`src/hw/rtl/ftach_pkg.sv`:
```
// Shared types and constants of the fan tachometer and speed block.
// Used by every module under hw/rtl; depends on nothing else.
`default_nettype none

package ftach_pkg;

    localparam int RPM_W      = 16;
    localparam int DUTY_W     = 8;
    localparam int PCT_W      = 8;
    localparam int PPR_W      = 8;
    localparam int MININT_W   = 16;
    localparam int WIN_W      = 24;
    localparam int CFG_IDX_W  = 2;
    localparam int CFG_DATA_W = 24;
    localparam int DIVIDEND_W = 22;
    localparam int DIV_CNT_W  = 5;

    localparam logic [DIV_CNT_W-1:0] DIV_STEPS = 5'd22;

    // Register indexes of the configuration channel.
    localparam logic [CFG_IDX_W-1:0] CFG_PPR          = 2'd0;
    localparam logic [CFG_IDX_W-1:0] CFG_MIN_INTERVAL = 2'd1;
    localparam logic [CFG_IDX_W-1:0] CFG_WINDOW       = 2'd2;

    localparam logic [PPR_W-1:0]    PPR_RESET    = 8'd2;
    localparam logic [MININT_W-1:0] MININT_RESET = 16'd1000;
    localparam logic [WIN_W-1:0]    WIN_RESET    = 24'd1000000;

    // Percent is clamped to this before scaling to a duty value.
    localparam logic [6:0] PERCENT_MAX = 7'd100;
    // 255 * ceil(2^19 / 100): percent * 255 / 100 becomes a product and a shift.
    localparam logic [27:0] DUTY_RECIP = 28'd1336965;
    localparam int DUTY_SHIFT = 19;

    typedef enum logic {
        OP_TICK  = 1'b0,
        OP_SPEED = 1'b1
    } ftach_op_t;

    typedef struct packed {
        ftach_op_t         op;
        logic              tach_edge;
        logic [DUTY_W-1:0] duty;
    } ftach_item_t;

    typedef struct packed {
        logic                  start;
        logic [DIVIDEND_W-1:0] dividend;
    } ftach_div_req_t;

    typedef struct packed {
        logic             done;
        logic [RPM_W-1:0] quotient;
    } ftach_div_rsp_t;

endpackage

`default_nettype wire

```
`src/hw/rtl/ftach_front.sv`:
```
// Front end: takes input beats, decodes the command and precomputes the duty value.
// Depends on ftach_pkg.
`default_nettype none

module ftach_front (
    input  wire logic                s_tvalid,
    output logic                     s_tready,
    input  wire logic                s_tuser,
    input  wire logic                s_tach_edge,
    input  wire logic [7:0]          s_percent,
    input  wire logic                q_ready,
    output logic                     q_push,
    output ftach_pkg::ftach_item_t   q_item
);
    import ftach_pkg::*;

    logic [6:0]  pct_clamped;
    logic [27:0] duty_prod;

    assign pct_clamped = (s_percent > PCT_W'(PERCENT_MAX)) ? PERCENT_MAX : s_percent[6:0];
    assign duty_prod   = 28'(pct_clamped) * DUTY_RECIP;

    assign s_tready = q_ready;
    assign q_push   = s_tvalid && q_ready;

    always_comb begin
        q_item.op        = s_tuser ? OP_SPEED : OP_TICK;
        q_item.tach_edge = s_tach_edge;
        q_item.duty      = duty_prod[DUTY_SHIFT +: DUTY_W];
    end

endmodule

`default_nettype wire

```
`src/hw/rtl/ftach_queue.sv`:
```
// Small FIFO of decoded items between the front end and the execution back end.
// Depends on ftach_pkg.
`default_nettype none

module ftach_queue #(
    parameter int DEPTH = 2
) (
    input  wire logic                   aclk,
    input  wire logic                   aresetn,
    input  wire logic                   push,
    input  wire ftach_pkg::ftach_item_t push_item,
    output logic                        ready,
    input  wire logic                   pop,
    output logic                        valid,
    output ftach_pkg::ftach_item_t      head
);
    import ftach_pkg::*;

    localparam int AW = (DEPTH > 1) ? $clog2(DEPTH) : 1;
    localparam int CW = $clog2(DEPTH + 1);

    ftach_item_t         mem [DEPTH];
    logic [AW-1:0]       wr_ptr_reg, wr_ptr_next;
    logic [AW-1:0]       rd_ptr_reg, rd_ptr_next;
    logic [CW-1:0]       count_reg, count_next;

    assign ready = (count_reg != CW'(DEPTH));
    assign valid = (count_reg != '0);
    assign head  = mem[rd_ptr_reg];

    always_comb begin
        wr_ptr_next = wr_ptr_reg;
        rd_ptr_next = rd_ptr_reg;
        count_next  = count_reg;
        if (push) begin
            wr_ptr_next = (wr_ptr_reg == AW'(DEPTH - 1)) ? '0 : wr_ptr_reg + 1'b1;
        end
        if (pop) begin
            rd_ptr_next = (rd_ptr_reg == AW'(DEPTH - 1)) ? '0 : rd_ptr_reg + 1'b1;
        end
        if (push && !pop) begin
            count_next = count_reg + 1'b1;
        end else if (pop && !push) begin
            count_next = count_reg - 1'b1;
        end
    end

    always_ff @(posedge aclk) begin
        if (!aresetn) begin
            wr_ptr_reg <= '0;
            rd_ptr_reg <= '0;
            count_reg  <= '0;
        end else begin
            wr_ptr_reg <= wr_ptr_next;
            rd_ptr_reg <= rd_ptr_next;
            count_reg  <= count_next;
        end
    end

    always_ff @(posedge aclk) begin
        if (push) begin
            mem[wr_ptr_reg] <= push_item;
        end
    end

endmodule

`default_nettype wire

```
`src/hw/rtl/ftach_div.sv`:
```
// Bit-serial restoring divider for the rpm figure, one quotient bit per cycle.
// Depends on ftach_pkg. The quotient is saturated to 16 bits.
`default_nettype none

module ftach_div (
    input  wire logic                      aclk,
    input  wire logic                      aresetn,
    input  wire ftach_pkg::ftach_div_req_t req,
    input  wire logic [7:0]                divisor,
    output ftach_pkg::ftach_div_rsp_t      rsp
);
    import ftach_pkg::*;

    logic [DIVIDEND_W-1:0] quo_reg, quo_next;
    logic [PPR_W-1:0]      rem_reg, rem_next;
    logic [DIV_CNT_W-1:0]  cnt_reg, cnt_next;
    logic                  busy_reg, busy_next;
    logic                  done_reg, done_next;
    logic [PPR_W:0]        trial;
    logic [PPR_W:0]        diff;
    logic                  fits;

    // Shift the next dividend bit into the partial remainder and try a subtract.
    assign trial = {rem_reg, quo_reg[DIVIDEND_W-1]};
    assign diff  = trial - {1'b0, divisor};
    assign fits  = (trial >= {1'b0, divisor});

    always_comb begin
        quo_next  = quo_reg;
        rem_next  = rem_reg;
        cnt_next  = cnt_reg;
        busy_next = busy_reg;
        done_next = 1'b0;
        if (req.start) begin
            quo_next  = req.dividend;
            rem_next  = '0;
            cnt_next  = DIV_STEPS;
            busy_next = 1'b1;
        end else if (busy_reg) begin
            quo_next = {quo_reg[DIVIDEND_W-2:0], fits};
            rem_next = fits ? diff[PPR_W-1:0] : trial[PPR_W-1:0];
            cnt_next = cnt_reg - 1'b1;
            if (cnt_reg == DIV_CNT_W'(1)) begin
                busy_next = 1'b0;
                done_next = 1'b1;
            end
        end
    end

    always_ff @(posedge aclk) begin
        if (!aresetn) begin
            busy_reg <= 1'b0;
            done_reg <= 1'b0;
            cnt_reg  <= '0;
        end else begin
            busy_reg <= busy_next;
            done_reg <= done_next;
            cnt_reg  <= cnt_next;
        end
    end

    always_ff @(posedge aclk) begin
        quo_reg <= quo_next;
        rem_reg <= rem_next;
    end

    always_comb begin
        rsp.done     = done_reg;
        rsp.quotient = (|quo_reg[DIVIDEND_W-1:RPM_W]) ? {RPM_W{1'b1}} : quo_reg[RPM_W-1:0];
    end

endmodule

`default_nettype wire

```
`src/hw/rtl/ftach_back.sv`:
```
// Back end: holds the configuration and counters, executes items and drives the
// output register. Depends on ftach_pkg; the rpm division runs in ftach_div.
`default_nettype none

module ftach_back (
    input  wire logic                      aclk,
    input  wire logic                      aresetn,
    input  wire logic                      q_valid,
    input  wire ftach_pkg::ftach_item_t    q_item,
    output logic                           q_pop,
    input  wire logic                      cfg_write,
    input  wire logic [1:0]                cfg_index,
    input  wire logic [23:0]               cfg_data,
    input  wire logic                      m_tready,
    output logic                           m_tvalid,
    output logic [15:0]                    m_rpm,
    output logic                           m_rpm_updated,
    output logic [7:0]                     m_duty,
    output ftach_pkg::ftach_div_req_t      div_req,
    input  wire ftach_pkg::ftach_div_rsp_t div_rsp,
    output logic [7:0]                     divisor
);
    import ftach_pkg::*;

    typedef enum logic [1:0] {
        ST_IDLE = 2'b01,
        ST_DIV  = 2'b10
    } back_state_t;

    back_state_t         state_reg, state_next;
    logic [PPR_W-1:0]    ppr_reg;
    logic [MININT_W-1:0] min_int_reg;
    logic [WIN_W-1:0]    window_reg;

    logic [15:0]         since_reg, since_next;
    logic [15:0]         pulse_reg, pulse_next;
    logic [WIN_W-1:0]    win_cnt_reg, win_cnt_next;
    logic [RPM_W-1:0]    speed_reg, speed_next;
    logic [DUTY_W-1:0]   duty_reg, duty_next;

    logic                out_valid_reg, out_valid_next;
    logic [RPM_W-1:0]    out_rpm_reg, out_rpm_next;
    logic                out_upd_reg, out_upd_next;
    logic [DUTY_W-1:0]   out_duty_reg, out_duty_next;

    logic [15:0]         since_inc;
    logic                edge_ok;
    logic [15:0]         pulse_inc;
    logic [WIN_W:0]      win_inc;
    logic                closing;
    logic [DIVIDEND_W-1:0] scaled;
    logic                out_free;

    assign since_inc = (since_reg == 16'hFFFF) ? since_reg : since_reg + 16'd1;
    assign edge_ok   = q_item.tach_edge && (since_inc >= min_int_reg);
    assign pulse_inc = (edge_ok && (pulse_reg != 16'hFFFF)) ? pulse_reg + 16'd1 : pulse_reg;
    assign win_inc   = {1'b0, win_cnt_reg} + (WIN_W + 1)'(1);
    // A window length of zero closes on every tick, the same as one.
    assign closing   = (win_inc >= {1'b0, window_reg});
    // pulses * 60 as (pulses * 64) - (pulses * 4).
    assign scaled    = (DIVIDEND_W'(pulse_inc) << 6) - (DIVIDEND_W'(pulse_inc) << 2);
    assign out_free  = !out_valid_reg || m_tready;

    always_comb begin
        state_next     = state_reg;
        since_next     = since_reg;
        pulse_next     = pulse_reg;
        win_cnt_next   = win_cnt_reg;
        speed_next     = speed_reg;
        duty_next      = duty_reg;
        out_valid_next = out_valid_reg && !m_tready;
        out_rpm_next   = out_rpm_reg;
        out_upd_next   = out_upd_reg;
        out_duty_next  = out_duty_reg;
        q_pop          = 1'b0;
        div_req        = '0;

        case (state_reg)
            ST_IDLE: begin
                if (q_valid && out_free) begin
                    q_pop = 1'b1;
                    if (q_item.op == OP_SPEED) begin
                        duty_next      = q_item.duty;
                        out_valid_next = 1'b1;
                        out_rpm_next   = speed_reg;
                        out_upd_next   = 1'b0;
                        out_duty_next  = q_item.duty;
                    end else begin
                        since_next = edge_ok ? 16'd0 : since_inc;
                        if (closing) begin
                            pulse_next   = 16'd0;
                            win_cnt_next = '0;
                            if (pulse_inc == 16'd0) begin
                                speed_next     = '0;
                                out_valid_next = 1'b1;
                                out_rpm_next   = '0;
                                out_upd_next   = 1'b1;
                                out_duty_next  = duty_reg;
                            end else begin
                                div_req.start    = 1'b1;
                                div_req.dividend = scaled;
                                state_next       = ST_DIV;
                            end
                        end else begin
                            pulse_next     = pulse_inc;
                            win_cnt_next   = win_inc[WIN_W-1:0];
                            out_valid_next = 1'b1;
                            out_rpm_next   = speed_reg;
                            out_upd_next   = 1'b0;
                            out_duty_next  = duty_reg;
                        end
                    end
                end
            end
            ST_DIV: begin
                // The output register was freed when this item was taken.
                if (div_rsp.done) begin
                    speed_next     = div_rsp.quotient;
                    out_valid_next = 1'b1;
                    out_rpm_next   = div_rsp.quotient;
                    out_upd_next   = 1'b1;
                    out_duty_next  = duty_reg;
                    state_next     = ST_IDLE;
                end
            end
            default: begin
                state_next = ST_IDLE;
            end
        endcase
    end

    always_ff @(posedge aclk) begin
        if (!aresetn) begin
            state_reg     <= ST_IDLE;
            since_reg     <= '0;
            pulse_reg     <= '0;
            win_cnt_reg   <= '0;
            speed_reg     <= '0;
            duty_reg      <= '0;
            out_valid_reg <= 1'b0;
        end else begin
            state_reg     <= state_next;
            since_reg     <= since_next;
            pulse_reg     <= pulse_next;
            win_cnt_reg   <= win_cnt_next;
            speed_reg     <= speed_next;
            duty_reg      <= duty_next;
            out_valid_reg <= out_valid_next;
        end
    end

    always_ff @(posedge aclk) begin
        out_rpm_reg  <= out_rpm_next;
        out_upd_reg  <= out_upd_next;
        out_duty_reg <= out_duty_next;
    end

    // Writes to an index beyond the register list are dropped.
    always_ff @(posedge aclk) begin
        if (!aresetn) begin
            ppr_reg     <= PPR_RESET;
            min_int_reg <= MININT_RESET;
            window_reg  <= WIN_RESET;
        end else if (cfg_write) begin
            case (cfg_index)
                CFG_PPR:          ppr_reg     <= cfg_data[PPR_W-1:0];
                CFG_MIN_INTERVAL: min_int_reg <= cfg_data[MININT_W-1:0];
                CFG_WINDOW:       window_reg  <= cfg_data[WIN_W-1:0];
                default: begin
                end
            endcase
        end
    end

    assign m_tvalid      = out_valid_reg;
    assign m_rpm         = out_rpm_reg;
    assign m_rpm_updated = out_upd_reg;
    assign m_duty        = out_duty_reg;
    assign divisor       = ppr_reg;

    a_done_in_div: assert property (@(posedge aclk) disable iff (!aresetn)
        div_rsp.done |-> state_reg == ST_DIV)
        else $error("divider finished outside a division");

    a_out_empty_in_div: assert property (@(posedge aclk) disable iff (!aresetn)
        state_reg == ST_DIV |-> !out_valid_reg)
        else $error("output register occupied during a division");

    a_rpm_tracks: assert property (@(posedge aclk) disable iff (!aresetn)
        out_valid_reg |-> out_rpm_reg == speed_reg)
        else $error("pending rpm differs from held speed");

    a_duty_tracks: assert property (@(posedge aclk) disable iff (!aresetn)
        out_valid_reg |-> out_duty_reg == duty_reg)
        else $error("pending duty differs from held duty");

endmodule

`default_nettype wire

```
`src/hw/rtl/fan_tach_rpm_meter.sv`:
```
// Fan tachometer and speed block. One input beat is either a one-microsecond
// tick (tuser 0, tdata[0] marks a falling tach edge) or a speed request (tuser 1,
// tdata[8:1] the percent). Every input beat gives exactly one output beat with
// the held rpm, a flag set when that tick closed a measurement window, and the
// current duty. The configuration channel writes pulses per revolution (index 0),
// the minimum edge interval (1) and the window length (2); it is always ready
// and the user must write it only while no item is in flight; the block does not
// enforce this. An input beat is held in the queue and then the output register;
// a window-closing tick with pulses counted also waits for the 22-bit quotient
// of a serial divider, one bit per cycle. Other items sustain one beat per cycle
// while the receiver is ready. A two-entry queue between the decoder and the
// executing stage keeps input accepted while a result waits; when the receiver
// stalls the output beat holds and the queue fills, then s_axis_tready drops.
// Reset clears all counters, rpm and duty, empties the queue and restores the
// register defaults; no output beat is pending after reset.
// Depends on ftach_pkg, ftach_front, ftach_queue, ftach_div and ftach_back.
`default_nettype none

module fan_tach_rpm_meter #(
    parameter int QUEUE_DEPTH = 2
) (
    input  wire logic        aclk,
    input  wire logic        aresetn,
    input  wire logic        s_axis_tvalid,
    output logic             s_axis_tready,
    input  wire logic [15:0] s_axis_tdata,   // [0] tach_edge, [8:1] percent, rest zero
    input  wire logic        s_axis_tuser,   // [0] command
    output logic             m_axis_tvalid,
    input  wire logic        m_axis_tready,
    output logic [23:0]      m_axis_tdata,   // [15:0] rpm, [23:16] duty
    output logic             m_axis_tuser,   // [0] rpm_updated
    input  wire logic        cfg_valid,
    output logic             cfg_ready,
    input  wire logic [1:0]  cfg_index,
    input  wire logic [23:0] cfg_data
);
    import ftach_pkg::*;

    ftach_item_t    push_item;
    ftach_item_t    head_item;
    logic           q_push;
    logic           q_ready;
    logic           q_valid;
    logic           q_pop;
    ftach_div_req_t div_req;
    ftach_div_rsp_t div_rsp;
    logic [7:0]     divisor;
    logic [15:0]    rpm;
    logic [7:0]     duty;

    assign cfg_ready = 1'b1;

    ftach_front u_front (
        .s_tvalid    (s_axis_tvalid),
        .s_tready    (s_axis_tready),
        .s_tuser     (s_axis_tuser),
        .s_tach_edge (s_axis_tdata[0]),
        .s_percent   (s_axis_tdata[8:1]),
        .q_ready     (q_ready),
        .q_push      (q_push),
        .q_item      (push_item)
    );

    ftach_queue #(
        .DEPTH (QUEUE_DEPTH)
    ) u_queue (
        .aclk      (aclk),
        .aresetn   (aresetn),
        .push      (q_push),
        .push_item (push_item),
        .ready     (q_ready),
        .pop       (q_pop),
        .valid     (q_valid),
        .head      (head_item)
    );

    ftach_div u_div (
        .aclk    (aclk),
        .aresetn (aresetn),
        .req     (div_req),
        .divisor (divisor),
        .rsp     (div_rsp)
    );

    ftach_back u_back (
        .aclk          (aclk),
        .aresetn       (aresetn),
        .q_valid       (q_valid),
        .q_item        (head_item),
        .q_pop         (q_pop),
        .cfg_write     (cfg_valid && cfg_ready),
        .cfg_index     (cfg_index),
        .cfg_data      (cfg_data),
        .m_tready      (m_axis_tready),
        .m_tvalid      (m_axis_tvalid),
        .m_rpm         (rpm),
        .m_rpm_updated (m_axis_tuser),
        .m_duty        (duty),
        .div_req       (div_req),
        .div_rsp       (div_rsp),
        .divisor       (divisor)
    );

    assign m_axis_tdata = {duty, rpm};

endmodule

`default_nettype wire
```
`config.mk`:
```
export PLATFORM = sky130hd
export DESIGN_NAME = fan_tach_rpm_meter
export DESIGN_NICKNAME = d
export VERILOG_FILES = /design/src/hw/rtl/ftach_pkg.sv /design/src/hw/rtl/ftach_front.sv /design/src/hw/rtl/ftach_queue.sv /design/src/hw/rtl/ftach_div.sv /design/src/hw/rtl/ftach_back.sv /design/src/hw/rtl/fan_tach_rpm_meter.sv
export SDC_FILE = /design/constraint.sdc
export NUM_CORES = 1
export LEC_CHECK = 0
export ABC_AREA = 1
export BUFFER_PORTS_ARGS = -buffer_cell sky130_fd_sc_hd__buf_4
export CORE_MARGIN = 4
export CORE_UTILIZATION = 67
export CTS_CLUSTER_DIAMETER = 150
export DETAILED_ROUTE_END_ITERATION = 6
export GPL_TIMING_DRIVEN = 1
export PLACE_DENSITY = 0.93
export SYNTH_ARGS = -nofsm -noshare
export SYNTH_HDL_FRONTEND = slang
export SYNTH_SLANG_ARGS = --single-unit
```
`constraint.sdc`:
```
create_clock -name aclk -period 7.8 [get_ports aclk]
set_clock_uncertainty 0.05 [all_clocks]
set_input_delay 0.39 -clock aclk [delete_from_list [all_inputs] [get_ports aclk]]
set_output_delay 0.39 -clock aclk [all_outputs]
set_load 0.02 [all_outputs]
```
## Word-level counts from Yosys, hierarchy flattened

Memories as Yosys holds them, arrays and structs flattened. A register that Yosys moved wholly into a read port is not among the register bits.
Index checks and enable logic that the tools add are counted.

| cells by class | value |
|---|---|
| add/subtract/negate cells | 10 |
| $mul | 1 |
| divide/modulo/power cells | 0 |
| order comparisons | 4 |
| eq/ne operators | 15 |
| shift-type cells | 0 |
| mux-type cells | 66 |
| bitwise operators | 3 |
| reductions and logical operators | 29 |

Operators with widths:

| cell | count |
|---|---|
| $mux W16 | 13 |
| $mux W23 | 5 |
| $pmux W16 S2 | 2 |
| $mux W8 | 6 |
| $mux W22 | 2 |
| $add A16 B1 Y16 const B | 2 |
| $mul A7 B21 Y27 const B | 1 |
| $add A24 B1 Y25 const B | 1 |
| $ge A25 B24 Y1 | 1 |
| $mux W24 | 1 |
| $mux W1 | 23 |
| $sub A22 B18 Y22 | 1 |
| $eq A16 B16 Y1 const B | 1 |
| $ge A16 B16 Y1 | 1 |
| $logic_not A16 Y1 | 1 |
| $ne A16 B16 Y1 const B | 1 |
| $pmux W8 S2 | 1 |
| $mux W2 | 7 |
| $mux W5 | 2 |
| $ge A9 B8 Y1 | 1 |
| $gt A8 B7 Y1 const B | 1 |
| $ne A2 B2 Y1 const B | 4 |
| $reduce_bool A2 Y1 | 4 |
| $sub A8 B8 Y8 | 1 |
| other kinds (25) | 45 |

| storage, ports and cells | value |
|---|---|
| bits in registers | 197 |
| bits in latches | 0 |
| bits in writable memories | 20 |
| bits in read-only memories | 0 |
| input bits | 48 |
| word-level logic and storage cells | 151 |
| memories | 1 |

Memories:

| memory | words | width | rd ports | clocked after memory_dff | write ports | line | source |
|---|---|---|---|---|---|---|---|
| u_queue.mem | 2 | 10 | 1 | 1 | 1 | ftach_queue.sv:22 | `ftach_item_t mem [DEPTH];` |

## Logic depth before layout (Yosys ltp)

Gate-level depths: netlist of the first run.

| depth | value |
|---|---|
| depth after elaboration | 13 |
| gate-level depth with buffers | 40 |
| mapped depth without buffers | 39 |

## Modules after synthesis

From an unflattened synthesis of the first run, not the netlist that was laid out.

| unflattened totals | value |
|---|---|
| cells, all modules | 2157 |
| area total of the unflattened synthesis | 15398.5 sq um |

Modules (own cells, without submodules):

| module | times used | cells each | area an instance (sq um) |
|---|---|---|---|
| ftach_back | 1 | 1464 | 10045.9 |
| ftach_div | 1 | 284 | 2220.9 |
| ftach_front | 1 | 341 | 2130.8 |
| ftach_queue | 1 | 66 | 989.7 |
| fan_tach_rpm_meter | 1 | 2 | 11.3 |

## Worst setup path before layout of the first run

No wires, ideal clock.

| timing path | value |
|---|---|
| path kind | register to register |
| start | reg u_back.since_reg[0] |
| end | reg u_div.quo_reg[0] (enable) |
| arrival time | 4.696 ns |
| required time | 7.371 ns |
| slack | 2.675 ns |
| stages on the path, launching flop included | 36 |
| path buffers | 4 |
| clock period less this slack | 5.125 ns |
| path through | dfxtp_1 > ha_1 > inv_1 > nor3_1 > nand2_1 > nor4_1 > inv_1 > nor2_1 > nand2_1 > inv_1 > nor2_1 > nand2_1 > nor2_1 > xor2_1 > ha_1 > nand2_1 > inv_1 > nand2_1 > nor2_1 > nor2_1 > nand2_1 > nand2_1 > nand2_1 > buf_2 > buf_2 > nand4_1 > nand2_1 > inv_1 > ha_1 > nand3_1 > nor2_1 > nand2_1 > nand4_1 > buf_4 > buf_4 > nand2_1 |

| between the ends | value |
|---|---|
| word-level cells in the longest chain between the ends | 13 |

Ends and longest elaborated chain:

| element | line | source |
|---|---|---|
| start, declared | ftach_back.sv:35 | `logic [15:0] since_reg, since_next;` |
| start signal, assigned | ftach_back.sv:143 | `since_reg <= since_next;` |
| $add A16 B1 Y16 or $eq A16 B16 Y1 (tied branches) | ftach_back.sv:54 | `assign since_inc = (since_reg == 16'hFFFF) ? since_reg : since_reg + 16'd1;` |
| $mux W16 (*) | ftach_back.sv:54 |  |
| $ge A16 B16 Y1 (*) | ftach_back.sv:55 | `assign edge_ok = q_item.tach_edge && (since_inc >= min_int_reg);` |
| $logic_and A1 B1 Y1 (*) | ftach_back.sv:55 |  |
| $logic_and A1 B1 Y1 (*) | ftach_back.sv:56 | `assign pulse_inc = (edge_ok && (pulse_reg != 16'hFFFF)) ? pulse_reg + 16'd1 : pulse_reg;` |
| $mux W16 (*) | ftach_back.sv:56 |  |
| $logic_not A16 Y1 (*) | ftach_back.sv:93 | `if (pulse_inc == 16'd0) begin` |
| $mux W23 (*) | ftach_back.sv:93 |  |
| $mux W23 (*) | ftach_back.sv:90 | `if (closing) begin` |
| $mux W23 (*) | ftach_back.sv:82 | `if (q_item.op == OP_SPEED) begin` |
| $mux W23 (*) | ftach_back.sv:80 | `if (q_valid && out_free) begin` |
| $mux W23 (*) | ftach_back.sv:78 | `case (state_reg)` |
| $reduce_bool A2 Y1 (no source line) (*) | n/a |  |
| end signal, assigned | ftach_div.sv:63 | `quo_reg <= quo_next;` |
| end, declared | ftach_div.sv:14 | `logic [DIVIDEND_W-1:0] quo_reg, quo_next;` |

Every way passes the cells marked *; elsewhere a longest branch is shown, timed or not.
A chain may end at the register's enable or synchronous reset.

## Final worst setup path of the first run

| timing path | value |
|---|---|
| start | reg u_back.since_reg[0] |
| end | reg u_back.out_duty_reg[0] (netlist: u_back.m_duty[0]) (enable) |

| between the ends | value |
|---|---|
| word-level cells in the longest chain between the ends | 9 |

Ends and longest elaborated chain:

| element | line | source |
|---|---|---|
| $add A16 B1 Y16 or $eq A16 B16 Y1 (tied branches) | ftach_back.sv:54 |  |
| $mux W16 (*) | ftach_back.sv:54 |  |
| $ge A16 B16 Y1 (*) | ftach_back.sv:55 |  |
| $logic_and A1 B1 Y1 (*) | ftach_back.sv:55 |  |
| $logic_and A1 B1 Y1 (*) | ftach_back.sv:56 |  |
| $mux W16 (*) | ftach_back.sv:56 |  |
| $logic_not A16 Y1 (*) | ftach_back.sv:93 |  |
| $ne A4 B4 Y1 (no source line) (*) | n/a |  |
| $reduce_and A4 Y1 (no source line) (*) | n/a |  |
| end signal, assigned | ftach_back.sv:155 | `out_duty_reg <= out_duty_next;` |
| end, declared | ftach_back.sv:44 | `logic [DUTY_W-1:0] out_duty_reg, out_duty_next;` |

Marks and branches as above.

==> results of run 1 <==
## power groups by stage
stage | clock (mW) | sequential (mW) | combinational [mW]
2_1_floorplan | 0 | 1.49 | 0.582
3_3_place_gp | 0 | 1.43 | 0.910
3_5_place_dp | 0 | 1.43 | 0.946
4_1_cts | 1.24 | 1.41 | 0.963
5_1_grt | 1.29 | 1.43 | 1.07
6_report | 1.23 | 1.41 | 0.973
## stage by stage
step / instances / power, mW
global placement: 2126 / 2.338
detailed placement: 2126 / 2.379
CTS: 2170 / 3.616
global route: 2171 / 3.784
finish: 2171 / 3.618
floorplan: 1843 / 2.076
## routing by layer
layer  global-route usage  vias to the layer above  share of wire
met3              0.04147                      119          0.070
met4               0.1247                        0          0.045
met1               0.3539                     5945           0.40
met2               0.4917                      578           0.48
li1                     -                     6194              -
met5                    0                        -              0
## worst paths after layout
check	slack (ns)	endpoint	depth (start not counted)	from
max	1.22	u_back.m_duty[0]	36	u_back.since_reg[0]
min	0.01	u_queue.mem[1][8]	1	s_axis_tdata[0]
max reg2reg	1.22	u_back.m_duty[0]	36	u_back.since_reg[0]
min reg2reg	0.41	u_back.window_reg[2]	2	u_back.window_reg[2]
## worst max-delay path: cells and delay by family (launching register included)
kind,cells,cell delay [ns]
flip-flops,1,0.36
AND/OR/NAND/NOR,25,3.28
adder cells (fa/ha/maj),3,0.69
XOR/XNOR,1,0.18
buffers and inverters,7,1.59
## logic make-up after synthesis
| kind of cell | share of synthesized area |
|---|---|
| xor+xnor | 0.04189 |
| buf+inv | 0.09253 |
| fa+ha+maj | 0.1316 |
| other cells | 0.0002677 |
| flops | 0.3594 |
| compound gates | 0.1491 |
| mux | 0.006520 |
| simple gates | 0.2187 |
## layout by cell type (no fill, tap or decap), types with 6 or more instances in the layout
cell       netlist  final
nand4_1         46     46
nor2_1         101    100
inv_2            7      8
buf_4            3     75
ha_1           125    125
o211ai_1        16     16
fa_1            14     14
o21ai_0        103    103
xor2_1          48     48
dfxtp_1        151    151
and3_1           7      7
mux2i_1          8      8
a21oi_1        193    193
a21boi_1         7      7
a31o_2           9      9
edfxtp_1        67     67
inv_1          253    253
o21ai_1          6      6
xnor2_1         19     19
clkbuf_16        0     24
a31oi_1          6      6
nor3_1          27     27
nand2_1        432    432
a311oi_1         8      8
nand3_1         65     65
## final cells by class
cell class	instances	area share
multi-input cells	1299	0.4958
flip-flops and latches	218	0.3250
inverters	264	0.06413
clock buffers	26	0.04054
repair buffers	76	0.03699
well taps	270	0.02181
clock inverters	18	0.01575
==> reports/qor.csv, run 1 <==
stage;metric;value;unit
detailed_routing;DRC Markers;0;
pwr;sequential power share;0.390;
die;Starting Density;0.6858;
synthesis;top-count cell post-synth;nand2_1;
cells_and_area;area of the multi-input gates;7681;um^2
pwr;switching share of power;0.3298;
global_routing;first-pass GRT wire length;56950;um
synthesis;Synth Instances;1843;
pwr;leak pwr;7.244;nW
run;max-cap violations;0;
cells_and_area;Post-Route Utilization;0.7583;
die;die area;23290;um^2
die;core area;20430;um^2
clock_network;CTS buffer count;24;
clock_network;clk_lat worst skew;0.53;ns
place;Final HPWL DP;24520;um
timing;Final Hold Viols;0;
detailed_routing;post-DR vias/cell;5.912;
worst_setup_path;crit-path max FO;25;
timing;max frequency;0.1521;GHz
cells_and_area;area of all placed cells without fillers;15490;um^2
synthesis;synth unique cells;59;
synthesis;EDFF count, synth;67;
synthesis;Synth Warn #;0;
clock_network;root buffer cell;clkbuf_16;
timing;headroom to the max-slew limit;0.1168;
place;Cell Area, Placed;14610;um^2
detailed_routing;DR pass1 iterations;6;
timing;final worst slack;1.224;ns
cells_and_area;synthesis-to-layout area growth;10.58;%
cells_and_area;Final nets;2070;
worst_setup_path;CP Launch Type;flip-flop;
pwr;Psw;1.194;mW
synthesis;area leader, netlist;dfxtp_1;
timing;final setup vio count;0;
timing;Slew Limit Fails;0;
global_routing;initial antenna violation count;0;
timing;Final min period;6.576;ns
worst_setup_path;Worst Setup End Kind;flip-flop;
detailed_routing;initial drt markers;1102;
detailed_routing;via count;12840;
timing;RSZ-0062 raised after global routing;no;
synthesis;Mapped Nets;2030;
cells_and_area;layout cells sized above 1;0.08574;
synthesis;Seq cells post-synth;218;
detailed_routing;DRT Wirelength;34400;um
synthesis;register area share after synthesis;0.3594;
cells_and_area;Sequential Area;5035;um^2
detailed_routing;drt wl/cell;15.85;um
pwr;internal power;2.425;mW
clock_network;CTS resizes;0;
cells_and_area;n_diodes;0;
synthesis;ranking of synthesized cells by area;dfxtp_1 22%, edfxtp_1 14%, nand2_1 12%, ha_1 11%, a21oi_1 6.9%;
global_routing;largest net degree at the start of global routing;67;
die;die width;152.6;um
detailed_routing;antenna viol nets, final;0;
worst_setup_path;classification of the worst setup path;reg2reg;
clock_network;clock slew at reported path FFs;0.06;ns
cells_and_area;# fillers;1382;
worst_setup_path;required time worst endpoint;7.88;ns
synthesis;Async S/R FF share, synth;0;
pwr;pwr dens;233.6;nW/um^2
clock_network;TritonCTS clock tree;done;
clock_network;clk buf depth;3;
worst_setup_path;slowest stage delay, CP;0.79;ns
die;row cnt;52;
timing;Setup TNS;0;ns
pwr;Gate power share;0.269;
synthesis;mapped cell area;14010;um^2
worst_setup_path;CP arrival;6.66;ns
timing;measured slew at the worst slew-check pin;1.325;ns
global_routing;total gr overflow;0;
synthesis;Syn Area/Cell;7.602;um^2
synthesis;Primary FF master, synth;dfxtp_1;
place;Routability Congestion;0.9379;
place;Post-Place Setup Slack;1.577;ns
pwr;IR drop worst, VDD;276.4;uV
pwr;Clk pwr share;0.341;
global_routing;GRT Util Overall;0.2843;
synthesis;top-area cell type share of the netlist area;0.2158;
clock_network;post-CTS setup repair buffer count;0;
status;outcome;finished clean;
min_path;Hold/Removal Path Class;in2reg;
worst_setup_path;Top cell by count, worst path;nand2_1;
clock_network;Clock Sinks;218;
timing;period utilization;0.8431;
global_routing;vias in the first global route;12480;
place;PortBufs;67;
clock_network;H-Tree Level Count;1;
worst_setup_path;slowest CP cell;inv_1;
die;Ports;76;
clock_network;hold_buf cts;0;
die;Die Ht;152.6;um
synthesis;most common library cells after synthesis;432 x nand2_1, 253 x inv_1, 193 x a21oi_1;
timing;hold_ws;0.01322;ns
Power figures use the tool's default switching activity.
==> run 2, diff against run 1 <==
--- a/config.mk
+++ b/config.mk
@@ -8,11 +8,11 @@
 export ABC_AREA = 1
 export BUFFER_PORTS_ARGS = -buffer_cell sky130_fd_sc_hd__buf_4
 export CORE_MARGIN = 4
-export CORE_UTILIZATION = 67
+export CORE_UTILIZATION = 56
 export CTS_CLUSTER_DIAMETER = 150
 export DETAILED_ROUTE_END_ITERATION = 6
 export GPL_TIMING_DRIVEN = 1
-export PLACE_DENSITY = 0.93
+export PLACE_DENSITY = 0.84
 export SYNTH_ARGS = -nofsm -noshare
 export SYNTH_HDL_FRONTEND = slang
 export SYNTH_SLANG_ARGS = --single-unit
==> constraint.sdc (replaced) <==
create_clock -name aclk -period 5.6 [get_ports aclk]
set_clock_uncertainty 0.05 [all_clocks]
set_input_delay 0.28 -clock aclk [delete_from_list [all_inputs] [get_ports aclk]]
set_output_delay 0.28 -clock aclk [all_outputs]
set_load 0.02 [all_outputs]
==> run 2 against run 1 <==
Wire length is 3.2% lower. Design area is 2.1% higher. Clock power is 31% higher. Hold slack better by 0.0084 ns. Clock-buffer cell count is 11 higher. Critical path depth stayed put.
==> reports/qor.csv, run 2 (synthesis gave the netlist of run 1 again) <==
stage;metric;value;unit;change
worst_setup_path;crit-path max FO;12;;-52%
clock_network;root buffer cell;clkbuf_16;;
timing;measured slew at the worst slew-check pin;1.046;ns;-0.2786 ns
detailed_routing;antenna viol nets, final;0;;unchanged
place;Routability Congestion;0.9535;;+1.7%
run;max-cap violations;0;;unchanged
worst_setup_path;CP arrival;5.30;ns;-1.36 ns
clock_network;H-Tree Level Count;1;;unchanged
pwr;pwr dens;311.9;nW/um^2;+34%
die;row cnt;57;;+9.6%
timing;Setup TNS;0;ns;unchanged
global_routing;total gr overflow;0;;unchanged
pwr;leak pwr;7.382;nW;+1.9%
place;Post-Place Setup Slack;0.1784;ns;-1.399 ns
cells_and_area;commonest non-fill, non-tap cells in the layout;431 x nand2_1, 252 x inv_1, 193 x a21oi_1;;
place;Final HPWL DP;24800;um;+1.1%
die;core area;24460;um^2;+20%
worst_setup_path;Worst Setup End Kind;flip-flop;;
global_routing;initial antenna violation count;0;;unchanged
timing;Final Hold Viols;0;;unchanged
detailed_routing;post-DR vias/cell;5.518;;-6.7%
worst_setup_path;required time worst endpoint;5.81;ns;-2.07 ns
clock_network;clk_lat worst skew;0.52;ns;about the same
global_routing;Top Usage Layer GRT;met2;;
place;placed insts;2193;;+3.2%
global_routing;M1 GR Usage;0.3026;;-0.05133
cells_and_area;n_diodes;0;;unchanged
global_routing;first-pass GRT wire length;56180;um;-1.4%
timing;final worst slack;0.5116;ns;-0.7121 ns
detailed_routing;DRC Markers;0;;unchanged
clock_network;TritonCTS clock tree;done;;
cells_and_area;synthesis-to-layout area growth;12.96;%;
timing;Slew Limit Fails;0;;unchanged
detailed_routing;via count;12450;;-3.0%
clock_network;clock slew at reported path FFs;0.06;ns;about the same
min_path;Worst Hold Launch;cfg_data[23];;
timing;final setup vio count;0;;unchanged
worst_setup_path;slowest CP cell;dfxtp_1;;
timing;RSZ-0062 raised after global routing;no;;
detailed_routing;drt wl/cell;14.76;um;-6.9%
die;Ports;76;;unchanged
timing;max frequency;0.1965;GHz;+29%
die;Die Ht;166.2;um;+8.9%
min_path;Hold/Removal Path Class;in2reg;;
global_routing;vias in the first global route;11930;;-4.4%
timing;hold_ws;0.02166;ns;+0.008448 ns
clock_network;Clock Sinks;218;;unchanged
detailed_routing;initial drt markers;953;;-14%
worst_setup_path;worst-case reg-to-reg path depth;36;;unchanged
cells_and_area;area of all placed cells without fillers;15830;um^2;+2.1%
place;PortBufs;67;;unchanged
pwr;Gate power share;0.277;;+0.008
pwr;switching share of power;0.3265;;-0.003334
worst_setup_path;Top cell by count, worst path;nand2_1;;
worst_setup_path;r2r startpoint;u_back.since_reg[1];;
detailed_routing;DRT Wirelength;33310;um;-3.2%
cells_and_area;Layout Cells excl Fill;2257;;+4.0%
worst_setup_path;RR Endpoint;u_div.quo_reg[15];;
worst_setup_path;Worst Setup EP;u_div.quo_reg[15];;
cells_and_area;most common cell after layout, fill and taps aside;nand2_1;;
die;die width;166.2;um;+8.9%
status;outcome;finished clean;;
worst_setup_path;CP Launch Type;flip-flop;;
pwr;sequential power share;0.397;;+0.007
worst_setup_path;slowest stage delay, CP;0.35;ns;-0.44 ns
clock_network;clk buf depth;3;;unchanged
pwr;internal power;3.324;mW;+37%
cells_and_area;Post-Route Utilization;0.6469;;-0.1114
cells_and_area;# fillers;2070;;+50%
clock_network;CTS buffer count;24;;unchanged
pwr;Clk pwr share;0.326;;-0.015
cells_and_area;layout cells sized above 1;0.09571;;+0.009962
die;die area;27610;um^2;+19%
die;Starting Density;0.5727;;-0.1130
cells_and_area;Final nets;2103;;+1.6%
timing;headroom to the max-slew limit;0.2952;;+0.1784
pwr;IR drop worst, VDD;264.9;uV;-4.2%
pwr;Overall Power;4.936;mW;+36%
pwr;Psw;1.612;mW;+35%
worst_setup_path;Reg2Reg Setup Slack;0.51;ns;-0.71 ns
worst_setup_path;classification of the worst setup path;reg2reg;;
global_routing;grt met3 use;0.02809;;-0.01338
global_routing;GRT Util Overall;0.2359;;-0.04839
detailed_routing;DR pass1 iterations;5;;-1
worst_setup_path;Crit. Startpoint;u_back.since_reg[1];;
timing;period utilization;0.9086;;+0.06552
global_routing;largest net degree at the start of global routing;66;;-1.5%
place;Cell Area, Placed;14780;um^2;+1.1%
timing;Final min period;5.088;ns;-1.488 ns
global_routing;GR Util met2;0.4199;;-0.07175
run 2: changes by cell type in the layout (fill, tap and decap cells not counted), moves of 2 or more:
cell	before	now
bufinv_16	5	2
clkbuf_8	2	5
clkbuf_1	0	7
dlygate4sd3_1	1	14
clkinv_2	3	1
buf_4	75	94
clkinv_1	5	2
run 2: worst min path at each step:
stage                            endpoint  slack [ns]  cells past startpoint
floorplan               u_queue.mem[0][8]        0.33                      0
global route        u_back.window_reg[19]        0.02                      3
CTS                 u_back.window_reg[23]       0.009                      3
global placement      u_back.speed_reg[1]        0.40                      2
detailed placement   u_back.speed_reg[12]        0.40                      2
finish              u_back.window_reg[23]        0.02                      3
run 2: critical path, delay by kind of cell, from the launching register on:
kind	cells	cell delay, ns
adders and majority gates	3	0.82
and+or+nand+nor	24	2.55
xor gates and xnor gates	1	0.16
DFF	1	0.35
buffers and inverters	6	0.65
AOI/OAI and AO/OA	2	0.23
run 2: timing repair:
| item | in CTS | in global routing |
|---|---|---|
| hold buffers | 14 | 0 |
| buffers inserted | 0 | 7 |
| endpoints found under the hold margin | 19 | 0 |
| resized for setup | 0 | 12 |
| endpoints found under the setup margin | 0 | 102 |
run 2: power by group through the flow:
stage | sequential (mW) | combinational (mW) | clock [mW]
after floorplan | 2.08 | 0.811 | 0
after global placement | 1.99 | 1.31 | 0
after detailed placement | 1.99 | 1.35 | 0
after CTS | 1.96 | 1.37 | 1.63
after global routing | 1.98 | 1.52 | 1.71
final | 1.96 | 1.37 | 1.61
run 2: final cells by class:
type,instances,area (um^2),area share
clock buffer,37,720.7,0.04554
clock inverter,6,88.84,0.005614
inverter,264,998.5,0.06309
multi-input combinational,1299,7720,0.4878
sequential,218,5035,0.3182
tap,324,405.4,0.02562
timing repair buffer,109,857.1,0.05416
run 2: layer usage:
metal / wire length (um) / share of wire / up-vias
li1: - / - / 6276
met1: 14510 / 0.44 / 5778
met3: 1654 / 0.050 / 62
met5: 0 / 0 / -
met4: 782 / 0.023 / 0
met2: 16370 / 0.49 / 338
